--- config.mk ---
export PLATFORM = sky130hd
export DESIGN_NAME = nsab_ctrl
export DESIGN_NICKNAME = d
export VERILOG_FILES = /design/src/design/nsab_pkg.sv /design/src/design/nsab_ctrl.sv
export SDC_FILE = /design/constraint.sdc
export NUM_CORES = 1
export LEC_CHECK = 0
export BUFFER_PORTS_ARGS = -buffer_cell sky130_fd_sc_hd__buf_2
export CAP_MARGIN = 5
export CORE_AREA = 2 2 39 41
export DETAILED_ROUTE_END_ITERATION = 8
export DIE_AREA = 0 0 41 43
export PLACE_DENSITY_LB_ADDON = 0.08
export SLEW_MARGIN = 30
export SYNTH_ARGS = -nofsm -noshare
export SYNTH_HDL_FRONTEND = slang
export SYNTH_SLANG_ARGS = --single-unit
--- constraint.sdc ---
create_clock -name i_clk -period 1.2 [get_ports i_clk]
set_input_delay 0.12 -clock i_clk [delete_from_list [all_inputs] [get_ports i_clk]]
set_output_delay 0.12 -clock i_clk [all_outputs]
set_load 0.01 [all_outputs]
--- src/design/nsab_pkg.sv ---
`default_nettype none
package nsab_pkg;

    localparam int MAX_DIM   = 128;
    localparam int COORD_W   = $clog2(MAX_DIM);
    localparam int DIM_W     = COORD_W + 1;
    localparam int ADDR_W    = 2 * COORD_W;
    localparam int MEM_DEPTH = MAX_DIM * MAX_DIM;
    localparam int PROD_W    = COORD_W + DIM_W;
    localparam int COUNT_W   = 2 * DIM_W;
    localparam int STEP_W    = $clog2(COORD_W);

    localparam int CFG_IDX_W  = 3;
    localparam int CFG_DATA_W = 16;

    localparam logic [CFG_IDX_W-1:0] CFG_SRC_W  = 3'd0;
    localparam logic [CFG_IDX_W-1:0] CFG_SRC_H  = 3'd1;
    localparam logic [CFG_IDX_W-1:0] CFG_DST_W  = 3'd2;
    localparam logic [CFG_IDX_W-1:0] CFG_DST_H  = 3'd3;
    localparam logic [CFG_IDX_W-1:0] CFG_BG     = 3'd4;

    localparam logic MODE_LOAD = 1'b0;
    localparam logic MODE_EMIT = 1'b1;

    typedef enum logic [2:0] {
        S_IDLE,
        S_DINIT,
        S_DIV,
        S_ADDR,
        S_READ,
        S_PROD,
        S_OUT
    } t_state;

    typedef struct packed {
        logic load_we;
        logic emit_start;
        logic div_init;
        logic div_step;
        logic addr_load;
        logic read_en;
        logic prod_load;
        logic out_load;
    } t_cmd;

    typedef struct packed {
        logic out_busy;
    } t_sts;

endpackage
`default_nettype wire

--- src/design/nsab_ctrl.sv ---
`default_nettype none
module nsab_ctrl
    import nsab_pkg::*;
(
    input  wire logic i_clk,
    input  wire logic i_rst_n,
    input  wire logic i_valid,
    input  wire logic i_mode,
    input  wire t_sts i_sts,
    output logic      o_ready,
    output t_cmd      o_cmd
);

    t_state            r_state, n_state;
    logic [STEP_W-1:0] r_step, n_step;

    always_ff @(posedge i_clk) begin
        if (!i_rst_n) begin
            r_state <= S_IDLE;
            r_step  <= '0;
        end else begin
            r_state <= n_state;
            r_step  <= n_step;
        end
    end

    always_comb begin
        n_state = r_state;
        n_step  = r_step;
        o_cmd   = '0;
        o_ready = 1'b0;
        unique case (r_state)
            S_IDLE: begin
                o_ready = 1'b1;
                if (i_valid) begin
                    if (i_mode == MODE_EMIT) begin
                        o_cmd.emit_start = 1'b1;
                        n_state          = S_DINIT;
                    end else begin
                        o_cmd.load_we = 1'b1;
                    end
                end
            end
            S_DINIT: begin
                o_cmd.div_init = 1'b1;
                n_step         = '0;
                n_state        = S_DIV;
            end
            S_DIV: begin
                o_cmd.div_step = 1'b1;
                n_step         = r_step + 1'b1;
                if (r_step == STEP_W'(COORD_W - 1)) begin
                    n_state = S_ADDR;
                end
            end
            S_ADDR: begin
                o_cmd.addr_load = 1'b1;
                n_state         = S_READ;
            end
            S_READ: begin
                o_cmd.read_en = 1'b1;
                n_state       = S_PROD;
            end
            S_PROD: begin
                o_cmd.prod_load = 1'b1;
                n_state         = S_OUT;
            end
            S_OUT: begin
                if (!i_sts.out_busy) begin
                    o_cmd.out_load = 1'b1;
                    n_state        = S_IDLE;
                end
            end
            default: begin
                n_state = S_IDLE;
            end
        endcase
    end

endmodule
`default_nettype wire

==> flow_summary.json, run 1 <==
{
  "status": "complete, but fails checks",
  "violations": "setup timing",
  "power_mw": 0.8217,
  "first_iter_violations": 3,
  "grt_max_degree": 14,
  "ys_ff_latch": 6,
  "layout.nets": 78,
  "syn_inst": 47,
  "routed_wirelength_um": 953,
  "detail-route-antenna-nets": 0,
  "nFillCells": 151,
  "finalSetupViolCount": 6,
  "drive_above_1_share_pct": 50.72,
  "finalCritPeriodShare_pct": 105.1,
  "cp-endpoint": "o_cmd[6]",
  "cts.path.max_buffers": 2,
  "rows": 14,
  "yosys-top-cells-count": "dfxtp_1, nor2_1, nand2_1, nand2b_1",
  "io_pins": 14,
  "antenna_cells": 0,
  "clock_sink_count": 6,
  "final-max-slew-violation-count": 0,
  "reg2reg_to": "r_step[2]$_SDFFE_PN0P_",
  "fin_util_pct": 44.57,
  "crit_cells": 4,
  "grt_usage_pct": 13.41,
  "netlist_area_um2": 391.6,
  "min_path_type": "input pin to flip-flop",
  "whs_ns": 0.1362,
  "cts_buffers": 3,
  "rrSetupSlack_ns": 0.01,
  "cp-startpoint": "r_state[2]$_SDFFE_PN0P_",
  "grt-ovfl-total": 0,
  "dpl.hpwl_um": 662.7,
  "grt_pass1_wl_mm": 1.497,
  "yosysWarningCount": 0,
  "fin_cells": 85,
  "crit_chain": "buf_6, nor3_4, and3_1, buf_2",
  "root_buffer": "clkbuf_4",
  "grt_pass1_vias": 356,
  "wl_per_cell_um": 11.21,
  "avgSynthCellArea_um2": 8.332,
  "port_buffers": 13,
  "relSlewSlack_pct": 86.25,
  "p_leak_nw": 0.2930,
  "synth_ff_type": "dfxtp_1",
  "regArea_um2": 130.1,
  "arrival_ns": 1.14,
  "clkPwrFrac_pct": 24.0,
  "hold_viol": 0,
  "ys_top_cells_by_area": "dfxtp_1, ha_1, nor2_1, nand2b_1, a21boi_0",
  "die_w_um": 41,
  "drtPass1Iterations": 2,
  "dieArea_um2": 1763,
  "critical_path.endpoint_type": "output pin",
  "synth_area_leader_cell": "dfxtp_1",
  "critical_path_class": "flip-flop to output pin",
  "r2r_cells": 5,
  "switching_share_pct": 32.82,
  "drv_cap": 0,
  "setup_slack_ns": -0.06137,
  "h-tree-depth": 1,
  "cp_top_family": "flip-flops",
  "cts_tree": "yes",
  "vias": 403,
  "synth_edf_count": 0,
  "p_sw_mw": 0.2697,
  "setup_tns_ns": -0.1493,
  "path_buf_inv": 2,
  "synthArstFlopShare_pct": 0,
  "antenna_found_initial": 0,
  "skew_ns": 0.0007754,
  "ir_worst_vdd_uv": 592.4,
  "worstReg2RegStart": "r_state[0]$_SDFFE_PN0P_",
  "cellPowerDensity_nw_per_um2": 1332,
  "place_inst": 75,
  "avgViaCountPerCell": 4.741,
  "dieHeight_um": 43,
  "synth.distinct_cells": 26,
  "cp-start-kind": "flip-flop",
  "p_int_mw": 0.5520,
  "combPwrFrac_pct": 41.9,
  "core_um2": 1384,
  "path_max_fanout": 3,
  "drcViolationCount": 0,
  "clk_latency_ns": 0.25,
  "worstPathRequired_ns": 1.08,
  "slowest_stage": "dfxtp_2",
  "syn-num-nets": 54,
  "tightest_slew_ns": 0.2060,
  "fin_crit_ns": 1.261,
  "max_freq_ghz": 0.7928,
  "max_stage_delay_ns": 0.33,
  "synthDominantCellAreaShare_pct": 30.67,
  "multi_input_area_um2": 275.3,
  "synthToLayoutAreaGrowth_pct": 57.51,
  "power_frac_seq_pct": 34.1,
  "ys_seq_area_share_pct": 30.67,
  "path_clk_slew_ns": 0.05,
  "rsz0062_at_grt": "true",
  "gp_congestion": 0.6318,
  "start_util_pct": 28.30
}
## registers in the layout, indices dropped and copies added, names as in the netlist
name	flops
r_state	3
r_step	3
## worst min-delay path by stage
stage,start,cells past startpoint,endpoint,slack (ns)
5_1_grt,i_valid,3,r_state[0]$_SDFFE_PN0P_,0.14
3_3_place_gp,i_valid,3,r_state[0]$_SDFFE_PN0P_,0.41
3_5_place_dp,i_valid,3,r_state[0]$_SDFFE_PN0P_,0.41
2_1_floorplan,i_rst_n,1,r_state[2]$_SDFFE_PN0P_,0.24
6_report,i_valid,3,r_state[0]$_SDFFE_PN0P_,0.14
4_1_cts,i_valid,3,r_state[0]$_SDFFE_PN0P_,0.14
## worst reg2reg max path, cell delays in order (launching register included)
cell and delay (ns):
dfxtp_4 0.38, buf_12 0.14, buf_4 0.12, and4bb_1 0.25
xnor2_1 0.13, nor3b_2 0.06
## power groups by stage
stage | Clock, mW | Sequential (mW) | Combinational [mW]
2_1_floorplan | 0 | 0.239 | 0.168
3_3_place_gp | 0 | 0.277 | 0.197
5_1_grt | 0.231 | 0.286 | 0.371
6_report | 0.197 | 0.280 | 0.344
3_5_place_dp | 0 | 0.276 | 0.194
4_1_cts | 0.202 | 0.290 | 0.271
## metrics by stage
step                      worst slack (ns)  instance area [um2]
after floorplan                    0.05657                391.6
after global placement             0.05287                470.5
after detailed placement           0.05263                470.5
after CTS                         -0.09615                573.1
after global routing               -0.1075                616.8
final                             -0.06137                616.8
## cells in the final DEF, fill, tap and decap left out, types with 2 or more instances in the layout
cell type,Yosys,routed
and3_1,2,2
buf_2,2,11
buf_4,0,7
buf_6,1,3
clkbuf_4,0,3
dfxtp_1,6,2
dfxtp_2,0,2
dfxtp_4,0,2
ha_1,2,2
inv_1,2,2
nand2_1,3,3
nand2b_1,3,2
nand3_1,2,2
nor2_1,6,5
nor3b_2,1,2
o21ai_0,2,2
## what timing repair did
action,4_1_cts,5_1_grt
setup buffers,3,4
endpoints found under the hold margin,0,0
endpoints found under the setup margin,9,10
pin swaps,3,3
gates resized for setup,14,2
hold buffers,0,0
## layer usage
metal / vias up / global-route usage [%] / share of wire (%) / wire [um]
met4: 0 / 6.000 / 1.2 / 11
li1: 210 / - / - / -
met1: 182 / 15.31 / 45 / 433
met3: 2 / 7.853 / 5.9 / 56
met2: 9 / 19.38 / 47 / 451
met5: - / 0 / 0 / 0
## logic make-up after synthesis
group	after synthesis	share of synthesized area (%)
buffers and inverters	5	7.349
multiplexers	1	2.556
adder cells (fa/ha/maj)	2	6.389
AO/OA/AOI/OAI	9	15.66
AND/OR/NAND/NOR	23	35.14
XOR/XNOR	1	2.237
flip-flops	6	30.67
## cell type report
cell class	instances	share of cell area, %
Sequential cell	6	21.10
Multi-Input combinational cell	36	44.62
Clock buffer	3	3.651
Timing Repair Buffer	22	26.17
Tap cell	16	3.245
Inverter	2	1.217
No activity file was read; power rests on OpenSTA's default activity.
==> run 2: changes to the inputs <==
--- a/config.mk
+++ b/config.mk
@@ -7,9 +7,9 @@
 export LEC_CHECK = 0
 export BUFFER_PORTS_ARGS = -buffer_cell sky130_fd_sc_hd__buf_2
 export CAP_MARGIN = 5
-export CORE_AREA = 2 2 39 41
+export CORE_AREA = 8 8 45 47
 export DETAILED_ROUTE_END_ITERATION = 8
-export DIE_AREA = 0 0 41 43
+export DIE_AREA = 0 0 53 55
 export PLACE_DENSITY_LB_ADDON = 0.08
 export SLEW_MARGIN = 30
 export SYNTH_ARGS = -nofsm -noshare
==> run 2 against run 1 <==
Effect of this change:
- the flow still finishes with violations (setup timing)
- worst hold slack improved by 0.022 ns
- worst setup slack lost 0.0056 ns
- core utilization is 2.8 points lower
- maximum frequency decreased by 0.44%
- clock-buffer cell count unchanged
- highest routed layer is now met3
- sequential power decreased by 3%
- total power fell by 9.4%
- register-to-register slack improved by 0.07 ns
- die area is 65% higher
==> flow_summary.json, run 2 (same netlist as run 1, synthesis figures left out) <==
{
  "status": "complete, but fails checks",
  "violations": "setup timing",
  "slowest_stage": "dfxtp_4",
  "finalSetupViolCount": 5,
  "path_max_fanout": 9,
  "hold_viol": 0,
  "cp_top_family": "simple AND/OR/NAND/NOR gates",
  "io_pins": 14,
  "antenna_cells": 0,
  "dieArea_um2": 2915,
  "whs_path_depth": 3,
  "critical_path_class": "flip-flop to output pin",
  "grt_max_degree": 14,
  "rsz0062_at_grt": "true",
  "place_inst": 74,
  "die_w_um": 53,
  "layout_commonest_cell": "buf_2",
  "root_buffer": "clkbuf_4",
  "antenna_found_initial": 0,
  "core_um2": 1384,
  "clk_latency_ns": 0.25,
  "regArea_um2": 131.4,
  "synthToLayoutAreaGrowth_pct": 47.60,
  "cts_tree": "yes",
  "layout.nets": 77,
  "cp-start-kind": "flip-flop",
  "dpl.hpwl_um": 718.9,
  "worstPathRequired_ns": 1.08,
  "grt_usage_pct": 7.718,
  "gp_congestion": 0.6735,
  "nFillCells": 147,
  "detail-route-antenna-nets": 0,
  "drive_above_1_share_pct": 48.53,
  "drv_cap": 0,
  "skew_ns": 0.004258,
  "max_freq_ghz": 0.7893,
  "drcViolationCount": 0,
  "rows": 14,
  "postCtsHoldBufs": 0,
  "grt_pass1_wl_mm": 1.669,
  "dpl_cell_area_um2": 462.9,
  "relSlewSlack_pct": 85.22,
  "cts_buffers": 3,
  "final-max-slew-violation-count": 0,
  "min_path_type": "input pin to flip-flop",
  "fin_cells": 84,
  "crit_cells": 3,
  "grt_pass1_vias": 388,
  "grt-ovfl-total": 0,
  "port_buffers": 13,
  "avgViaCountPerCell": 4.857,
  "tightest_slew_ns": 0.2217,
  "postLayoutCellArea_um2": 578.1,
  "fin_crit_ns": 1.267,
  "most-common-layout-cells": "buf_2, buf_4, nor2_1",
  "critical_path.endpoint_type": "output pin",
  "clock_sink_count": 6,
  "multi_input_area_um2": 262.8,
  "cellPowerDensity_nw_per_um2": 1287,
  "setup_slack_ns": -0.06697,
  "r2r_cells": 5,
  "ir_worst_vdd_uv": 588.3,
  "h-tree-depth": 1,
  "path_buf_inv": 1,
  "vias": 408,
  "wl_per_cell_um": 12.35,
  "p_leak_nw": 0.2802,
  "top_regs": "r_state x3, r_step x3",
  "first_iter_violations": 8,
  "finalCritPeriodShare_pct": 105.6,
  "path_clk_slew_ns": 0.05,
  "crit_chain": "nor3_4, and3_1, buf_2",
  "dieHeight_um": 55,
  "cts.path.max_buffers": 2,
  "max_stage_delay_ns": 0.37,
  "arrival_ns": 1.15,
  "routed_wirelength_mm": 1.037,
  "drtPass1Iterations": 6,
  "start_util_pct": 28.30
}
==> run 2: where the power goes <==
part | internal, mW | switching [mW] | leakage, nW | total (mW)
registers | 0.227 | 0.0452 | 0.0510 | 0.272
clock network | 0.114 | 0.0803 | 0.0138 | 0.194
logic | 0.151 | 0.127 | 0.215 | 0.278
total | 0.491 | 0.253 | 0.280 | 0.744
==> run 2: area by class of cell <==
type | instances | share of cell area, %
flip-flops and latches | 6 | 22.73
clock buffers | 3 | 3.896
multi-input cells | 36 | 45.45
repair buffers | 21 | 22.29
inverters | 2 | 2.165
well taps | 16 | 3.463
==> run 2: final timing paths <==
check | from | slack [ns] | to
worst max-delay path | r_state[0]$_SDFFE_PN0P_ | -0.07 | o_cmd[6]
worst min-delay path | i_valid | 0.16 | r_state[0]$_SDFFE_PN0P_
worst max register to register | r_step[0]$_SDFFE_PN0P_ | 0.08 | r_step[1]$_SDFFE_PN0P_
worst min register to register | r_step[1]$_SDFFE_PN0P_ | 0.51 | r_step[1]$_SDFFE_PN0P_
==> run 2: timing repair <==
action | CTS | global route
pin swaps | 3 | 3
endpoints found under the setup margin | 8 | 9
resized for setup | 8 | 6
buffers inserted | 1 | 6
==> run 2: worst register-to-register path, delay by kind of cell, from the launching register on <==
family,cells,cell delay [ns]
DFF,1,0.39
adders and majority gates,1,0.29
AOI/OAI and AO/OA,2,0.22
and+or+nand+nor,1,0.08
buffers and inverters,1,0.07
==> run 2: stage by stage <==
step	worst slack, ns	util, %	hold slack, ns	setup TNS [ns]	total power [mW]
finish	-0.06697	41.77	0.1585	-0.2267	0.7442
global route	-0.1603	41.77	0.1707	-0.6259	0.7949
CTS	-0.1310	37.34	0.1444	-0.4454	0.6884
detailed placement	0.06958	33.45	0.4121	0	0.4697
global placement	0.06437	33.45	0.4163	0	0.4733
floorplan	0.05657	-	0.2375	0	0.4066
==> run 2: metal layers <==
metal	part of all wire [%]	vias up	global-route usage (%)	wire length, um
met1	44	190	8.855	458
met3	8.0	0	3.476	83
li1	-	207	-	-
met2	48	11	11.33	494
met4	0	0	5.172	0
met5	0	-	0	0
==> run 3: changes to the inputs <==
--- a/config.mk
+++ b/config.mk
@@ -5,12 +5,13 @@
 export SDC_FILE = /design/constraint.sdc
 export NUM_CORES = 1
 export LEC_CHECK = 0
-export BUFFER_PORTS_ARGS = -buffer_cell sky130_fd_sc_hd__buf_2
 export CAP_MARGIN = 5
 export CORE_AREA = 8 8 45 47
 export DETAILED_ROUTE_END_ITERATION = 8
 export DIE_AREA = 0 0 53 55
+export DONT_BUFFER_PORTS = 1
 export PLACE_DENSITY_LB_ADDON = 0.08
+export SKIP_LAST_GASP = 1
 export SLEW_MARGIN = 30
 export SYNTH_ARGS = -nofsm -noshare
 export SYNTH_HDL_FRONTEND = slang
==> run 3 against run 2 <==
Effect of this change:
- largest power group is now sequential cells
- highest routed layer unchanged
- combinational power is essentially flat
- the flow now finishes without violations
- worst hold slack worse by 0.14 ns
- wire length is 6.7% higher
- register-to-register slack lost 0.04 ns
- final area decreased by 1.9%
- global-route usage down 0.059 points
- clock-buffer cell count stayed put
- sequential power grew 4%
- worst setup slack improved by 0.070 ns
- clock skew fell by 0.0022 ns
- via count is 3.9% lower
- core utilization is 0.81 points lower
- critical endpoint is now o_cmd[7]
==> flow_summary.json, run 3 (same netlist as run 1, synthesis figures left out) <==
{
  "skew_ns": 0.002101,
  "core_um2": 1384,
  "start_util_pct": 28.30,
  "fin_cells": 77,
  "status": "finished, final reports clean",
  "place_ws_ns": 0.04621,
  "dpl.hpwl_um": 755.2,
  "root_buffer": "clkbuf_4",
  "layout_commonest_cell": "buf_4",
  "die_w_um": 53,
  "path_max_fanout": 4,
  "clk_latency_ns": 0.24,
  "grt-ovfl-total": 0,
  "place_inst": 67,
  "layout.nets": 70,
  "cts_tree": "yes",
  "rrSetupSlack_ns": 0.04,
  "vias": 392,
  "drv_cap": 0,
  "slowest_stage": "dfxtp_2",
  "hold_start": "i_rst_n",
  "synthToLayoutAreaGrowth_pct": 44.73,
  "avgViaCountPerCell": 5.091,
  "critical_path_class": "flip-flop to output pin",
  "crit_chain": "buf_6, nor3_4, nand2_1, nor2_2",
  "rows": 14,
  "grt_max_degree": 14,
  "path_clk_slew_ns": 0.04,
  "cp_top_family": "simple AND/OR/NAND/NOR gates",
  "power_mw": 0.7434,
  "cellPowerDensity_nw_per_um2": 1312,
  "setup_tns_ns": 0,
  "dieHeight_um": 55,
  "port_buffers": 0,
  "rsz0062_at_grt": "true",
  "tightest_slew_ns": 0.2361,
  "fin_crit_ns": 1.197,
  "ir_worst_vdd_uv": 748.8,
  "cp-startpoint": "r_state[2]$_SDFFE_PN0P_",
  "grt_pass1_vias": 374,
  "grt_pass1_wl_mm": 1.635,
  "drcViolationCount": 0,
  "dpl_cell_area_um2": 442.9,
  "path_buf_inv": 1,
  "io_pins": 14,
  "dieArea_um2": 2915,
  "max_stage_delay_ns": 0.33,
  "finalCritPeriodShare_pct": 99.72,
  "wl_per_cell_um": 14.36,
  "cp-start-kind": "flip-flop",
  "cts_buffers": 3,
  "relSlewSlack_pct": 84.20,
  "p_leak_nw": 0.2447,
  "min_path_type": "input pin to flip-flop",
  "gp_congestion": 0.6639,
  "grt_usage_pct": 7.659,
  "h-tree-depth": 1,
  "antenna_cells": 0,
  "max_freq_ghz": 0.8357,
  "antenna_found_initial": 0,
  "hold_viol": 0,
  "worstReg2RegStart": "r_state[0]$_SDFFE_PN0P_",
  "drtPass1Iterations": 4,
  "most-common-layout-cells": "buf_4, nor2_1, nand2_1, clkbuf_4",
  "finalSetupViolCount": 0,
  "clock_sink_count": 6,
  "critical_path.endpoint_type": "output pin",
  "top_regs": "r_state x3, r_step x3",
  "routed_wirelength_mm": 1.106,
  "postLayoutCellArea_um2": 566.8,
  "detail-route-antenna-nets": 0,
  "setup_slack_ns": 0.003403,
  "whs_ns": 0.01550,
  "final-max-slew-violation-count": 0,
  "first_iter_violations": 18,
  "arrival_ns": 1.08,
  "worstPathRequired_ns": 1.08,
  "drive_above_1_share_pct": 45.90,
  "cts.path.max_buffers": 2,
  "fin_util_pct": 40.96
}
==> run 3: final timing paths <==
check,end,cells after the start
min,r_state[1]$_SDFFE_PN0P_,1
max reg2reg,r_step[2]$_SDFFE_PN0P_,4
max,o_cmd[7],4
min reg2reg,r_step[1]$_SDFFE_PN0P_,2
==> run 3: layout make-up <==
type	count	area (um2)
multi-input cells	36	277.8
well taps	16	20.02
fillers	147	817.0
repair buffers	14	108.9
flip-flops and latches	6	130.1
inverters	2	7.507
clock buffers	3	22.52
==> run 3: timing repair <==
action,in CTS,in global routing
pin swaps,4,3
hold buffers,1,0
gates resized for setup,9,8
endpoints found under the setup margin,9,11
gates cloned,0,0
buffers inserted,3,3
endpoints found under the hold margin,1,0
==> run 3: where the power goes <==
group / total (mW) / internal [mW] / switching, mW / leakage [nW]
clock network: 0.184 / 0.113 / 0.0710 / 0.0138
registers: 0.282 / 0.230 / 0.0519 / 0.0511
logic: 0.277 / 0.153 / 0.124 / 0.180
total: 0.743 / 0.497 / 0.247 / 0.245
==> run 3: metal layers <==
metal	up-vias	GRT usage [%]	part of all wire, %
met5	-	0	0
met4	0	5.172	0
met3	0	3.476	9.3
met2	14	12.30	51
met1	182	7.927	40
li1	196	-	-
